===== config.mk =====
export PLATFORM = sky130hd
export DESIGN_NAME = mwcr_seq
export DESIGN_NICKNAME = d
export VERILOG_FILES = /design/src/sv/mwcr_pkg.sv /design/src/sv/mwcr_seq.sv
export SDC_FILE = /design/constraint.sdc
export NUM_CORES = 1
export LEC_CHECK = 0
export BUFFER_PORTS_ARGS = -buffer_cell sky130_fd_sc_hd__buf_2
export CAP_MARGIN = 20
export CORE_AREA = 3 3 40 42
export DETAILED_ROUTE_END_ITERATION = 10
export DIE_AREA = 0 0 43 45
export PLACE_DENSITY = 0.35
export SYNTH_ARGS = -nofsm -noshare
export SYNTH_HDL_FRONTEND = slang
export SYNTH_SLANG_ARGS = --single-unit

===== constraint.sdc =====
create_clock -name clk_i -period 1.05 [get_ports clk_i]
set_input_delay 0.105 -clock clk_i [delete_from_list [all_inputs] [get_ports clk_i]]
set_output_delay 0.105 -clock clk_i [all_outputs]
set_load 0.005 [all_outputs]

===== src/sv/mwcr_pkg.sv =====
package mwcr_pkg;

  // default table capacity per bank
  localparam int MAX_WINDOWS_DEF = 64;

  localparam int ID_W   = 32;
  localparam int COORD_W = 16;
  localparam int AREA_W = 32;
  localparam int CFG_W  = 8;

  // one table row: id, origin x, origin y
  localparam int ROW_W = ID_W + 2 * COORD_W;

  localparam logic [CFG_W-1:0] MIN_DIM_RST = 8'd1;

  // command codes
  localparam logic CMD_WINDOW = 1'b0;
  localparam logic CMD_EOF    = 1'b1;

  typedef enum logic [1:0] {
    ST_IDLE,
    ST_SCAN,
    ST_EMIT
  } seq_state_e;

  // status seen by the sequencer
  typedef struct packed {
    logic in_valid;
    logic is_eof;
    logic skip;
    logic prev_empty;
    logic issue;
    logic hit;
    logic out_free;
  } seq_stat_t;

  // controls driven by the sequencer
  typedef struct packed {
    logic in_stall;
    logic win_take;
    logic scan;
    logic emit;
  } seq_ctrl_t;

endpackage


===== src/sv/mwcr_seq.sv =====
module mwcr_seq (
  input  logic                clk_i,
  input  logic                rst_ni,
  input  mwcr_pkg::seq_stat_t stat_i,
  output mwcr_pkg::seq_ctrl_t ctrl_o
);

  import mwcr_pkg::*;

  seq_state_e state_q, state_d;
  logic       in_fire;

  assign in_fire = stat_i.in_valid && (state_q == ST_IDLE);

  always_ff @(posedge clk_i or negedge rst_ni) begin
    if (!rst_ni) begin
      state_q <= ST_IDLE;
    end else begin
      state_q <= state_d;
    end
  end

  // next state
  always_comb begin
    state_d = state_q;
    unique case (state_q)
      ST_IDLE: begin
        if (in_fire) begin
          if (stat_i.is_eof) begin
            state_d = ST_EMIT;
          end else if (!stat_i.skip && !stat_i.prev_empty) begin
            state_d = ST_SCAN;
          end
        end
      end
      ST_SCAN: begin
        if (stat_i.hit || !stat_i.issue) begin
          state_d = ST_IDLE;
        end
      end
      ST_EMIT: begin
        if (stat_i.out_free) begin
          state_d = ST_IDLE;
        end
      end
      default: state_d = ST_IDLE;
    endcase
  end

  // outputs
  always_comb begin
    ctrl_o          = '0;
    unique case (state_q)
      ST_IDLE: begin
        ctrl_o.in_stall = 1'b0;
        ctrl_o.win_take = in_fire && !stat_i.is_eof && !stat_i.skip;
      end
      ST_SCAN: begin
        ctrl_o.in_stall = 1'b1;
        ctrl_o.scan     = 1'b1;
      end
      ST_EMIT: begin
        ctrl_o.in_stall = 1'b1;
        ctrl_o.emit     = stat_i.out_free;
      end
      default: ctrl_o.in_stall = 1'b1;
    endcase
  end

endmodule


==> implementation parameters, run 1 <==
Parameter                              Value

Timing
  Normalized max-slew margin    0.866
  Portion of the clock cycle consumed by the worst path in the final layout    1.08
  Actual transition at the worst max-transition pin    slightly above 0.2 ns
  Layout Skew    between 0.001 and 0.0015 ns
  Unrepaired setup endpoints after global routing    yes
  Setup TNS    -0.212 ns
  Maximum operating frequency    just under 900 MHz
  Final worst setup slack    -0.0866 ns
  Minimum clock period    roughly 1.1 ns
  Final hold violation count    0
  Final max-slew violation count    0
  Final-report setup violation count    4

Final layout
  Final Net Count    41
  Area growth syn-to-layout    105%
  Flip-flop count of the largest register after layout    2
  Largest registers    state_q: 2 flops
  Combined flip-flop and latch cell area    about 50 sq um
  Antenna Cells    0
  Area of combinational cells with multiple inputs    approximately 84 sq um
  Number of filler instances in the final layout    between 100 and 150
  Register bank with the most flops    state_q
  Fraction of layout cells with a size suffix above 1    0.700

Global route
  Combined global-route utilization of all metal layers    0.0533
  Met3 usage    0.0438
  Peak-usage layer in the global routing report    met1
  GRT met2 Usage    0.0509
  First-pass GRT wire length    roughly 700 microns
  Remaining global-route overflow    0
  Number of antenna violations at the first check in global routing    0
  Largest net degree at the start of global routing    6
  Via count of the first global-routing pass    around 160
  GR Layer Usage met1    0.0725

Yosys
  Fraction of synthesis flops using an asynchronous set or reset pin    1.00
  Share of Yosys cell area claimed by the top area cell type    0.388
  Count of flip-flops with a built-in enable after synthesis    0
  Sequential area share after synthesis    0.388
  Number of instances in the synthesized netlist    12
  Syn nets    21
  Top cells by area, synth    dfrtp_1 39%, o32ai_2 13%, nand3b_1 12%
  Post-synth top area cell    dfrtp_1
  Most instantiated flip-flop cell in the synthesis netlist    dfrtp_1
  Register bit total from synthesis    2
  Post-synthesis instance area    129 sq um
  Number of unique standard cell types used by synthesis    10
  Mean instance size in the synthesized netlist    roughly 11 sq um
  Top cells by instance count after synthesis    2 x dfrtp_1, 2 x nand3b_1
  Number of warning messages in the yosys log    0

Power
  Maximum vdd drop    ~530 uV
  Cell Pwr Density    around 1300 nW/um^2
  Power, Total    339 uW
  Leakage power of the design    ~0.00014 uW

Critical path
  Arrival time worst endpoint    approximately 1.0 ns
  Kind of capture point of the worst setup path    output pin
  Slowest cell on the critical path    dfrtp_1
  Setup Crit Path Kind    register to output pin
  Data required time at the worst endpoint    around 0.94 ns
  Critical path startpoint category    register
  Crit Path Max Fanout    3
  Largest stage delay on the critical path    approximately 0.36 ns
  Ordered cell list for the critical path    or2_4, nor2_2, buf_2

Clock tree
  Maximum level of the CTS H-tree    1
  Clock buffers created by TritonCTS    3
  Clock Sinks    2
  TritonCTS clock tree    done
  Setup bufs post-CTS    0
  Clock transition at the register clock pins on the worst setup and hold paths after CTS    0.03 ns
  Clock latency at the later pin of the worst-skew pair    0.22 ns
  Clock Tree Buf Depth    2
  Root buffer cell    clkbuf_4

Detailed routing
  Remaining routing DRC violations    0
  Overall routed net length    between 400 and 500 microns
  Detailed-route vias per instance    ~3.5
  First-pass DRT Iterations    2
  DRC violation total after the first TritonRoute iteration    2
  Residual antenna-violating net count after detailed routing    0
  Via Count    159
  Routed wire per std cell    9.60 microns

Die
  X dimension of the die    approximately 43 microns
  Die Height    45 microns
  I/O pin count    13
  Starting density of the core    0.100
  Area of the die    a little under 2000 sq um
  Core area    approximately 1300 sq um
  Row count    13

Placed design
  Buffers added on ports    12
  Placer Congestion    approximately 0.76

Outcome
  Violations in the final reports    setup timing
  Result of the run    complete, but fails checks

Hold path
  Min-delay worst type    input port to register

Flow run
  Max-cap violations    0
-- logic make-up after synthesis --
kind of cell,synth area share
DFF,0.388
AOI/OAI and AO/OA,0.165
and+or+nand+nor,0.447
-- timing repair --
action / CTS / global route
pin swaps: 2 / 0
hold endpoints to repair: 2 / 0
setup endpoints to repair: 4 / 5
hold buffers: 1 / 0
gates resized for setup: 2 / 1
-- area by class of cell --
type                    instances  share of cell area
repair buffers                 15               0.336
well taps                      15              0.0711
flip-flops and latches          2               0.190
multi-input cells              10               0.318
clock buffers                   3              0.0853
-- final timing paths --
path                            startpoint          to  slack (ns)  cells past startpoint
worst min register to register  state_q[0]  state_q[1]        0.54                      2
worst max-delay path            state_q[0]   ctrl_o[2]       -0.09                      3
min in group asynchronous           rst_ni  state_q[0]        0.20                      2
worst max register to register  state_q[0]  state_q[0]        0.07                      2
max in group asynchronous           rst_ni  state_q[1]        0.76                      2
worst min-delay path             stat_i[3]  state_q[0]         0.1                      2
-- where the power goes --
part	total, uW	switching, uW	leakage [uW]	internal (uW)
clock	168	41.6	0.0000138	126
sequential	87.7	3.89	0.0000265	83.8
combinational	83.5	32.6	0.0000957	50.9
-- cell usage in the layout, fill, tap and decap left out --
cell type | Yosys | routed
nand2b_1 | 1 | 1
nand3b_1 | 2 | 2
and3b_1 | 1 | 1
dlygate4sd3_1 | 0 | 1
buf_6 | 0 | 1
o32ai_2 | 1 | 1
buf_4 | 0 | 1
dfrtp_1 | 2 | 2
nor2b_1 | 1 | 1
clkbuf_4 | 0 | 3
nor2_2 | 0 | 1
or3b_4 | 1 | 1
a21oi_1 | 1 | 1
or2_4 | 0 | 1
buf_2 | 0 | 12
-- metrics by stage --
step	area [sq um]	worst slack [ns]	utilization	instances	hold WS, ns
final	264	-0.0866	0.205	45	0.0990
after global placement	223	0.0601	0.173	41	-0.109
after detailed placement	223	0.0441	0.173	41	-0.107
after CTS	262	-0.115	0.204	45	0.0926
after global routing	264	-0.157	0.205	45	0.106
after floorplan	129	0.0497	-	12	-0.191
-- metal layers --
layer  vias to the layer above  wire length, microns
li1                         80                     -
met1                        66                   211
met2                        13                   134
met3                         0                    86
met4                         0                     0
met5                         -                     0
-- worst max-delay path, delay by kind of cell, from the launching register on --
kind | cells | cell delay, ns
flops | 1 | 0.36
buf+inv | 1 | 0.11
simple gates | 2 | 0.34
Note: power is estimated with default switching activity, not from simulation.
==> run 2, diff against run 1 <==
--- a/config.mk
+++ b/config.mk
@@ -5,12 +5,12 @@
 export SDC_FILE = /design/constraint.sdc
 export NUM_CORES = 1
 export LEC_CHECK = 0
-export BUFFER_PORTS_ARGS = -buffer_cell sky130_fd_sc_hd__buf_2
 export CAP_MARGIN = 20
 export CORE_AREA = 3 3 40 42
 export DETAILED_ROUTE_END_ITERATION = 10
 export DIE_AREA = 0 0 43 45
-export PLACE_DENSITY = 0.35
+export DONT_BUFFER_PORTS = 1
+export PLACE_DENSITY = 0.3
 export SYNTH_ARGS = -nofsm -noshare
 export SYNTH_HDL_FRONTEND = slang
 export SYNTH_SLANG_ARGS = --single-unit
==> run 2 against run 1 <==
Net effect:
- the run still ends with setup timing left
- largest power group unchanged
- sequential power is essentially flat
- cell count shrank 20%
- total power shrank 1.9%
- worst setup slack gained 0.042 ns
- critical path depth shrank 1
- utilization shrank 2.0 points
- die area is the same
- non-clock buffer count shrank 9
- sequential share of layout area grew 2.1 points
==> implementation parameters, run 2 (synthesis results as in run 1) <==
Parameter                              Value

Outcome
  Result of the run    complete, but fails checks
  Violations in the final reports    setup timing

Final layout
  Area growth syn-to-layout    84.5%
  Largest registers    state_q: 2 flops
  Register bank with the most flops    state_q
  Antenna Cells    0 (unchanged)
  Final Net Count    32 (-22%)
  Final design utilization    0.185 (-0.0204)
  Number of filler instances in the final layout    143 (-1.4%)
  Final instance count without filler cells    36 (-20%)
  Most common cell after layout, fill and taps aside    clkbuf_4
  Flip-flop count of the largest register after layout    2 (unchanged)
  Design Area, Final    238 sq um (-10%)
  Fraction of layout cells with a size suffix above 1    0.524 (-0.176)

Die
  I/O pin count    13 (unchanged)
  Die Height    45 microns (unchanged)
  X dimension of the die    43 microns (unchanged)
  Starting density of the core    0.100 (unchanged)
  Row count    13 (unchanged)
  Area of the die    1940 sq um (unchanged)
  Core area    1280 sq um (unchanged)

Clock tree
  Root buffer cell    clkbuf_4
  Clock transition at the register clock pins on the worst setup and hold paths after CTS    0.03 ns (about the same)
  Maximum level of the CTS H-tree    1 (unchanged)
  Clock Sinks    2 (unchanged)
  Clock buffers created by TritonCTS    3 (unchanged)
  Clock Tree Buf Depth    2 (unchanged)
  Clock latency at the later pin of the worst-skew pair    0.22 ns (about the same)
  TritonCTS clock tree    done

Critical path
  Data required time at the worst endpoint    0.94 ns (about the same)
  Arrival time worst endpoint    0.99 ns (-0.04 ns)
  Crit Path Max Fanout    3 (unchanged)
  Worst r2r src    state_q[1]
  Setup Crit Path Kind    register to output pin
  Critical path startpoint category    register
  Kind of capture point of the worst setup path    output pin
  Source of the critical timing path    state_q[1]
  Setup slack of the worst register-to-register path    0.04 ns (-0.03 ns)
  Reg-to-Reg End    state_q[0]
  Number of cell instances on the worst register-to-register path    2 (unchanged)
  End point of the critical path    ctrl_o[3]

Timing
  Portion of the clock cycle consumed by the worst path in the final layout    1.04 (-0.0400)
  Final max-slew violation count    0 (unchanged)
  Final hold violation count    0 (unchanged)
  Unrepaired setup endpoints after global routing    yes
  Layout Skew    0.00181 ns (+0.000708 ns)
  Final worst setup slack    -0.0446 ns (+0.0420 ns)
  Actual transition at the worst max-transition pin    0.212 ns (+0.0112 ns)
  Final-report setup violation count    2 (-2)
  Minimum clock period    1.09 ns (-0.0420 ns)
  Maximum operating frequency    914 MHz (+3.8%)
  Normalized max-slew margin    0.858 (-0.00748)

Flow run
  Max-cap violations    0 (unchanged)

Power
  Maximum vdd drop    466 uV (-11%)
  Cell Pwr Density    1400 nW/um^2 (+8.9%)
  Leakage power of the design    0.0000995 uW (-27%)

Detailed routing
  Overall routed net length    357 microns (-17%)
  DRC violation total after the first TritonRoute iteration    1 (-1)
  Routed wire per std cell    9.92 microns (+3.3%)
  First-pass DRT Iterations    2 (unchanged)
  Via Count    129 (-19%)
  Residual antenna-violating net count after detailed routing    0 (unchanged)
  Remaining routing DRC violations    0 (unchanged)
  Detailed-route vias per instance    3.58 (+1.4%)

Hold path
  Min-delay worst type    input port to register
  Worst hold path depth    2 (unchanged)

Placed design
  Placer Congestion    0.659 (-14%)
  Buffers added on ports    0 (-12)
  Placed wire-length estimate after detailed placement    298 microns
  Instance count after placement with tap cells included    30 (-27%)
  Post-Place Cell Area    170 sq um (-24%)

Global route
  Via count of the first global-routing pass    162 (unchanged)
  First-pass GRT wire length    614 microns (-13%)
  Combined global-route utilization of all metal layers    0.0508 (-0.00254)
  Remaining global-route overflow    0 (unchanged)
  Number of antenna violations at the first check in global routing    0 (unchanged)
  Largest net degree at the start of global routing    6 (unchanged)
## run 2: cell count changes in the layout (fill, tap and decap cells not counted), sizes merged
cell,change
dlygate4sd3,+1
buf,-10
## run 2: worst min path at each step
| stage | startpoint | end | slack [ns] |
|---|---|---|---|
| 6_report | stat_i[5] | state_q[1] | 0.06 |
| 4_1_cts | stat_i[5] | state_q[1] | 0.05 |
| 3_5_place_dp | rst_ni | state_q[0] | -0.19 |
| 3_3_place_gp | rst_ni | state_q[0] | -0.19 |
| 2_1_floorplan | rst_ni | state_q[0] | -0.19 |
| 5_1_grt | stat_i[5] | state_q[1] | 0.05 |
## run 2: routing by layer
| layer | vias up | global-route usage | part of all wire |
|---|---|---|---|
| met2 | 10 | 0.0569 | 0.41 |
| met3 | 0 | 0.0359 | 0.16 |
| met5 | - | 0 | 0 |
| met4 | 0 | 0.0723 | 0 |
| li1 | 63 | - | - |
| met1 | 56 | 0.0506 | 0.43 |
## run 2: cell type report
cell class | count | area, sq um | area share
timing repair buffer | 6 | 57.6 | 0.242
tap | 15 | 18.8 | 0.0789
sequential | 2 | 50.0 | 0.211
clock buffer | 3 | 22.5 | 0.0947
multi-input combinational | 10 | 88.8 | 0.374
## run 2: what timing repair did
| action | CTS | global route |
|---|---|---|
| buffers inserted | 0 | 1 |
| hold endpoints to repair | 3 | 0 |
| setup endpoints to repair | 3 | 4 |
| pin swaps | 1 | 2 |
| gates resized for setup | 3 | 2 |
| hold buffers | 2 | 0 |
## run 2: critical path, stage by stage (launching register included)
cell	delay (ns)
dfrtp_1	0.37
or2_4	0.28
buf_6	0.12
## run 2: per-stage QoR
step | power (uW) | hold slack, ns | worst slack [ns] | setup TNS [ns]
global route | 368 | 0.0533 | -0.0925 | -0.206
CTS | 341 | 0.0532 | -0.0538 | -0.124
detailed placement | 142 | -0.191 | 0.0418 | 0
finish | 332 | 0.0585 | -0.0446 | -0.0533
global placement | 141 | -0.191 | 0.0544 | 0
floorplan | 117 | -0.191 | 0.0497 | 0
## run 2: report_power, final
group          total [uW]  leakage (uW)  switching (uW)  internal, uW
sequential           87.4     0.0000265            3.55          83.8
combinational        76.2     0.0000592            29.9          46.3
clock                 169     0.0000138            42.7           126
==> run 3, diff against run 2 <==
--- a/config.mk
+++ b/config.mk
@@ -5,6 +5,7 @@
 export SDC_FILE = /design/constraint.sdc
 export NUM_CORES = 1
 export LEC_CHECK = 0
+export ABC_AREA = 1
 export CAP_MARGIN = 20
 export CORE_AREA = 3 3 40 42
 export DETAILED_ROUTE_END_ITERATION = 10
==> run 3 against run 2 <==
Net effect:
- the flow still finishes with violations (setup timing)
- total power grew 11%
- critical path depth grew 1
- die area is the same
- via count grew 27%
- cell area shrank 1.1%
- maximum frequency grew 1.6%
- critical path type unchanged
- sequential power grew 16%
- non-clock buffer count shrank 4
- clock power is essentially flat
- highest routed layer unchanged
- clock skew shrank 0.0012 ns
==> implementation parameters, run 3 <==
Parameter                              Value

Detailed routing
  Detailed-route vias per instance    3.57 (-0.51%)
  DRC violation total after the first TritonRoute iteration    4 (+3)
  Residual antenna-violating net count after detailed routing    0 (unchanged)
  First-pass DRT Iterations    2 (unchanged)
  Overall routed net length    401 microns (+12%)
  Via Count    164 (+27%)
  Routed wire per std cell    8.72 microns (-12%)
  Remaining routing DRC violations    0 (unchanged)

Yosys
  Proportion of synthesized area in mux cells    0 (unchanged)
  Number of warning messages in the yosys log    0 (unchanged)
  Share of Yosys cell area claimed by the top area cell type    0.315 (-0.0734)
  Post-synthesis share of cell area spent on full adders, half adders and majority gates    0 (unchanged)
  Top cells by area, synth    dfrtp_1 31%, inv_1 19%, nand2_1 9.4%
  Number of unique standard cell types used by synthesis    10 (unchanged)
  Synth Area in Compound Gates    0.0551 (-0.110)
  Xor-xnor portion of the synthesized cell area    0 (unchanged)
  Post-synthesis instance area    159 sq um (+23%)
  Syn nets    35 (+67%)
  Sequential area share after synthesis    0.315 (-0.0734)
  Count of flip-flops with a built-in enable after synthesis    0 (unchanged)
  Number of instances in the synthesized netlist    26 (+14)
  Fraction of synthesis flops using an asynchronous set or reset pin    1.00 (unchanged)
  Share of synthesized cell area in and, or, nand and nor gates    0.441 (-0.00566)
  Post-synth top area cell    dfrtp_1
  Most instantiated library cell after synthesis    inv_1
  Top cells by instance count after synthesis    8 x inv_1, 4 x nand2_1, 4 x nor2_1
  Register bit total from synthesis    2 (unchanged)
  Main combinational cell family by area after synthesis    simple AND/OR/NAND/NOR gates
  Most instantiated flip-flop cell in the synthesis netlist    dfrtp_1
  Mean instance size in the synthesized netlist    6.11 sq um (-43%)

Final layout
  Register bank with the most flops    state_q
  Fraction of layout cells with a size suffix above 1    0.387 (-0.137)
  Antenna Cells    0 (unchanged)
  Final design utilization    0.183 (-0.00195)
  Final instance count without filler cells    46 (+28%)
  Area growth syn-to-layout    48.0%
  Combined flip-flop and latch cell area    50.0 sq um (unchanged)
  Number of filler instances in the final layout    152 (+6.3%)
  Flip-flop count of the largest register after layout    2 (unchanged)
  Largest registers    state_q: 2 flops
  Commonest cells after routing, fill and taps aside    8 x inv_1, 4 x nand2_1, 4 x nor2_2
  Final Net Count    42 (+31%)
  Most common cell after layout, fill and taps aside    inv_1
  Area of combinational cells with multiple inputs    96.3 sq um (+8.5%)

Global route
  Via count of the first global-routing pass    169 (+4.3%)
  Largest net degree at the start of global routing    5 (-1)
  Combined global-route utilization of all metal layers    0.0474 (-0.00337)
  First-pass GRT wire length    614 microns (unchanged)
  Number of antenna violations at the first check in global routing    0 (unchanged)
  Remaining global-route overflow    0 (unchanged)

Clock tree
  Clock latency at the later pin of the worst-skew pair    0.22 ns (about the same)
  Root buffer cell    clkbuf_4
  Maximum level of the CTS H-tree    1 (unchanged)
  Clock Tree Buf Depth    2 (unchanged)
  TritonCTS clock tree    done
  Clock transition at the register clock pins on the worst setup and hold paths after CTS    0.03 ns (about the same)
  Clock Sinks    2 (unchanged)
  Clock buffers created by TritonCTS    3 (unchanged)

Critical path
  Depth of the critical timing path with buffers and inverters included    3 (+1)
  Number of cell instances on the worst register-to-register path    5 (+3)
  Slowest cell on the critical path    dfrtp_1
  Setup slack of the worst register-to-register path    0.06 ns (+0.02 ns)
  Worst r2r src    state_q[1]
  Reg-to-Reg End    state_q[0]
  Combined buffer and inverter count along the critical path    0 (-1)
  Crit Path Max Fanout    3 (unchanged)
  Ordered cell list for the critical path    nor2_4, nand2_2, nor3_2
  Data required time at the worst endpoint    0.94 ns (about the same)
  Setup Crit Path Kind    register to output pin
  Critical path startpoint category    register
  Arrival time worst endpoint    0.97 ns (-0.02 ns)
  Kind of cell adding the most delay to the critical path    flip-flops
  Kind of capture point of the worst setup path    output pin
  Largest stage delay on the critical path    0.40 ns (+0.03 ns)

Timing
  Final-report setup violation count    1 (-1)
  Unrepaired setup endpoints after global routing    yes
  Normalized max-slew margin    0.893 (+0.0350)
  Worst hold slack across all endpoints    0.0318 ns (-0.0268 ns)
  Minimum clock period    1.08 ns (-0.0173 ns)
  Final hold violation count    0 (unchanged)
  Setup TNS    -0.0273 ns (+0.0260 ns)
  Maximum operating frequency    928 MHz (+1.6%)
  Final worst setup slack    -0.0273 ns (+0.0173 ns)
  Layout Skew    0.000642 ns (-0.00117 ns)
  Actual transition at the worst max-transition pin    0.159 ns (-0.0534 ns)
  Portion of the clock cycle consumed by the worst path in the final layout    1.03 (-0.0165)
  Final max-slew violation count    0 (unchanged)

Die
  Area of the die    1940 sq um (unchanged)
  Row count    13 (unchanged)
  I/O pin count    13 (unchanged)
  Starting density of the core    0.124 (+0.0234)
  Core area    1280 sq um (unchanged)
  X dimension of the die    43 microns (unchanged)
  Die Height    45 microns (unchanged)

Power
  Clock network fraction of total power    0.469 (-0.039)
  Internal power contribution    258 uW (+0.87%)
  NetSw    109 uW (+44%)
  Leakage power of the design    0.000122 uW (+22%)
  Power, Total    368 uW (+11%)
  Share of total power in combinational logic    0.257 (+0.028)
  Sequential cell fraction of total power    0.275 (+0.012)
  Maximum vdd drop    604 uV (+30%)
  Net Sw Frac    0.297 (+0.0682)
  Cell Pwr Density    1560 nW/um^2 (+12%)

Placed design
  Instance count after placement with tap cells included    41 (+37%)
  Placed wire-length estimate after detailed placement    323 microns (+8.6%)
  Buffers added on ports    0 (unchanged)
  Placer Congestion    0.652 (-1.1%)

Hold path
  Worst hold path depth    1 (-1)
  Min-delay worst type    input port to register
  Endpoint of the worst hold path    state_q[1]
  Start point of the worst min-delay path    stat_i[5]

Flow run
  Max-cap violations    0 (unchanged)

Outcome
  Result of the run    complete, but fails checks
  Violations in the final reports    setup timing
## run 3: what timing repair did
| action | CTS | global route |
|---|---|---|
| setup buffers | 1 | 0 |
| setup endpoints to repair | 1 | 4 |
| pin swaps | 1 | 1 |
| endpoints found under the hold margin | 2 | 0 |
| hold buffers | 1 | 0 |
| gates resized for setup | 2 | 3 |
## run 3: power by group through the flow
| stage | registers, uW | clock network (uW) | logic, uW |
|---|---|---|---|
| global placement | 98.5 | 0 | 70.0 |
| floorplan | 97.0 | 0 | 59.0 |
| finish | 101 | 172 | 94.3 |
| detailed placement | 98.4 | 0 | 70.6 |
| CTS | 101 | 181 | 91.2 |
| global route | 103 | 181 | 109 |
## run 3: cells by family (layout without fill, tap and decap cells)
| group | count (synthesis) | in the layout |
|---|---|---|
| AO/OA/AOI/OAI | 1 | 1 |
| flip-flops | 2 | 2 |
| AND/OR/NAND/NOR | 15 | 15 |
| buffers and inverters | 8 | 13 |
## run 3: metrics by stage
step / area [sq um] / setup WS, ns
3_5_place_dp: 178 / 0.0828
2_1_floorplan: 159 / 0.161
3_3_place_gp: 178 / 0.0815
5_1_grt: 235 / -0.0847
4_1_cts: 228 / -0.0529
6_report: 235 / -0.0273
## run 3: cell type report
class                           count  area share
Clock buffer                        3      0.0957
Inverter                            8       0.128
Multi-Input combinational cell     16       0.410
Sequential cell                     2       0.213
Tap cell                           15      0.0798
Timing Repair Buffer                2      0.0745
## run 3: worst register-to-register path, cell delays in order (launching register included)
cell     delay, ns
dfrtp_1       0.40
nor2_4        0.14
buf_4         0.12
nand3_1       0.07
nand3_1       0.08
nand2_1       0.06
## run 3: how the worst max path moves through the flow
stage,startpoint,to,slack (ns)
final,state_q[1],ctrl_o[2],-0.03
after global routing,state_q[1],ctrl_o[2],-0.08
after CTS,state_q[0],ctrl_o[2],-0.05
after detailed placement,state_q[0],state_q[0],0.08
after global placement,state_q[0],state_q[0],0.08
after floorplan,state_q[1],ctrl_o[2],0.16
## run 3: per-layer routing
metal  wire length, microns  track usage  vias to the layer above  share of wire
met5                      0            0                        -              0
met4                      0       0.0542                        0              0
met3                     51       0.0319                        0           0.13
met2                    168       0.0629                       11           0.42
met1                    181       0.0457                       68           0.45
li1                       -            -                       85              -
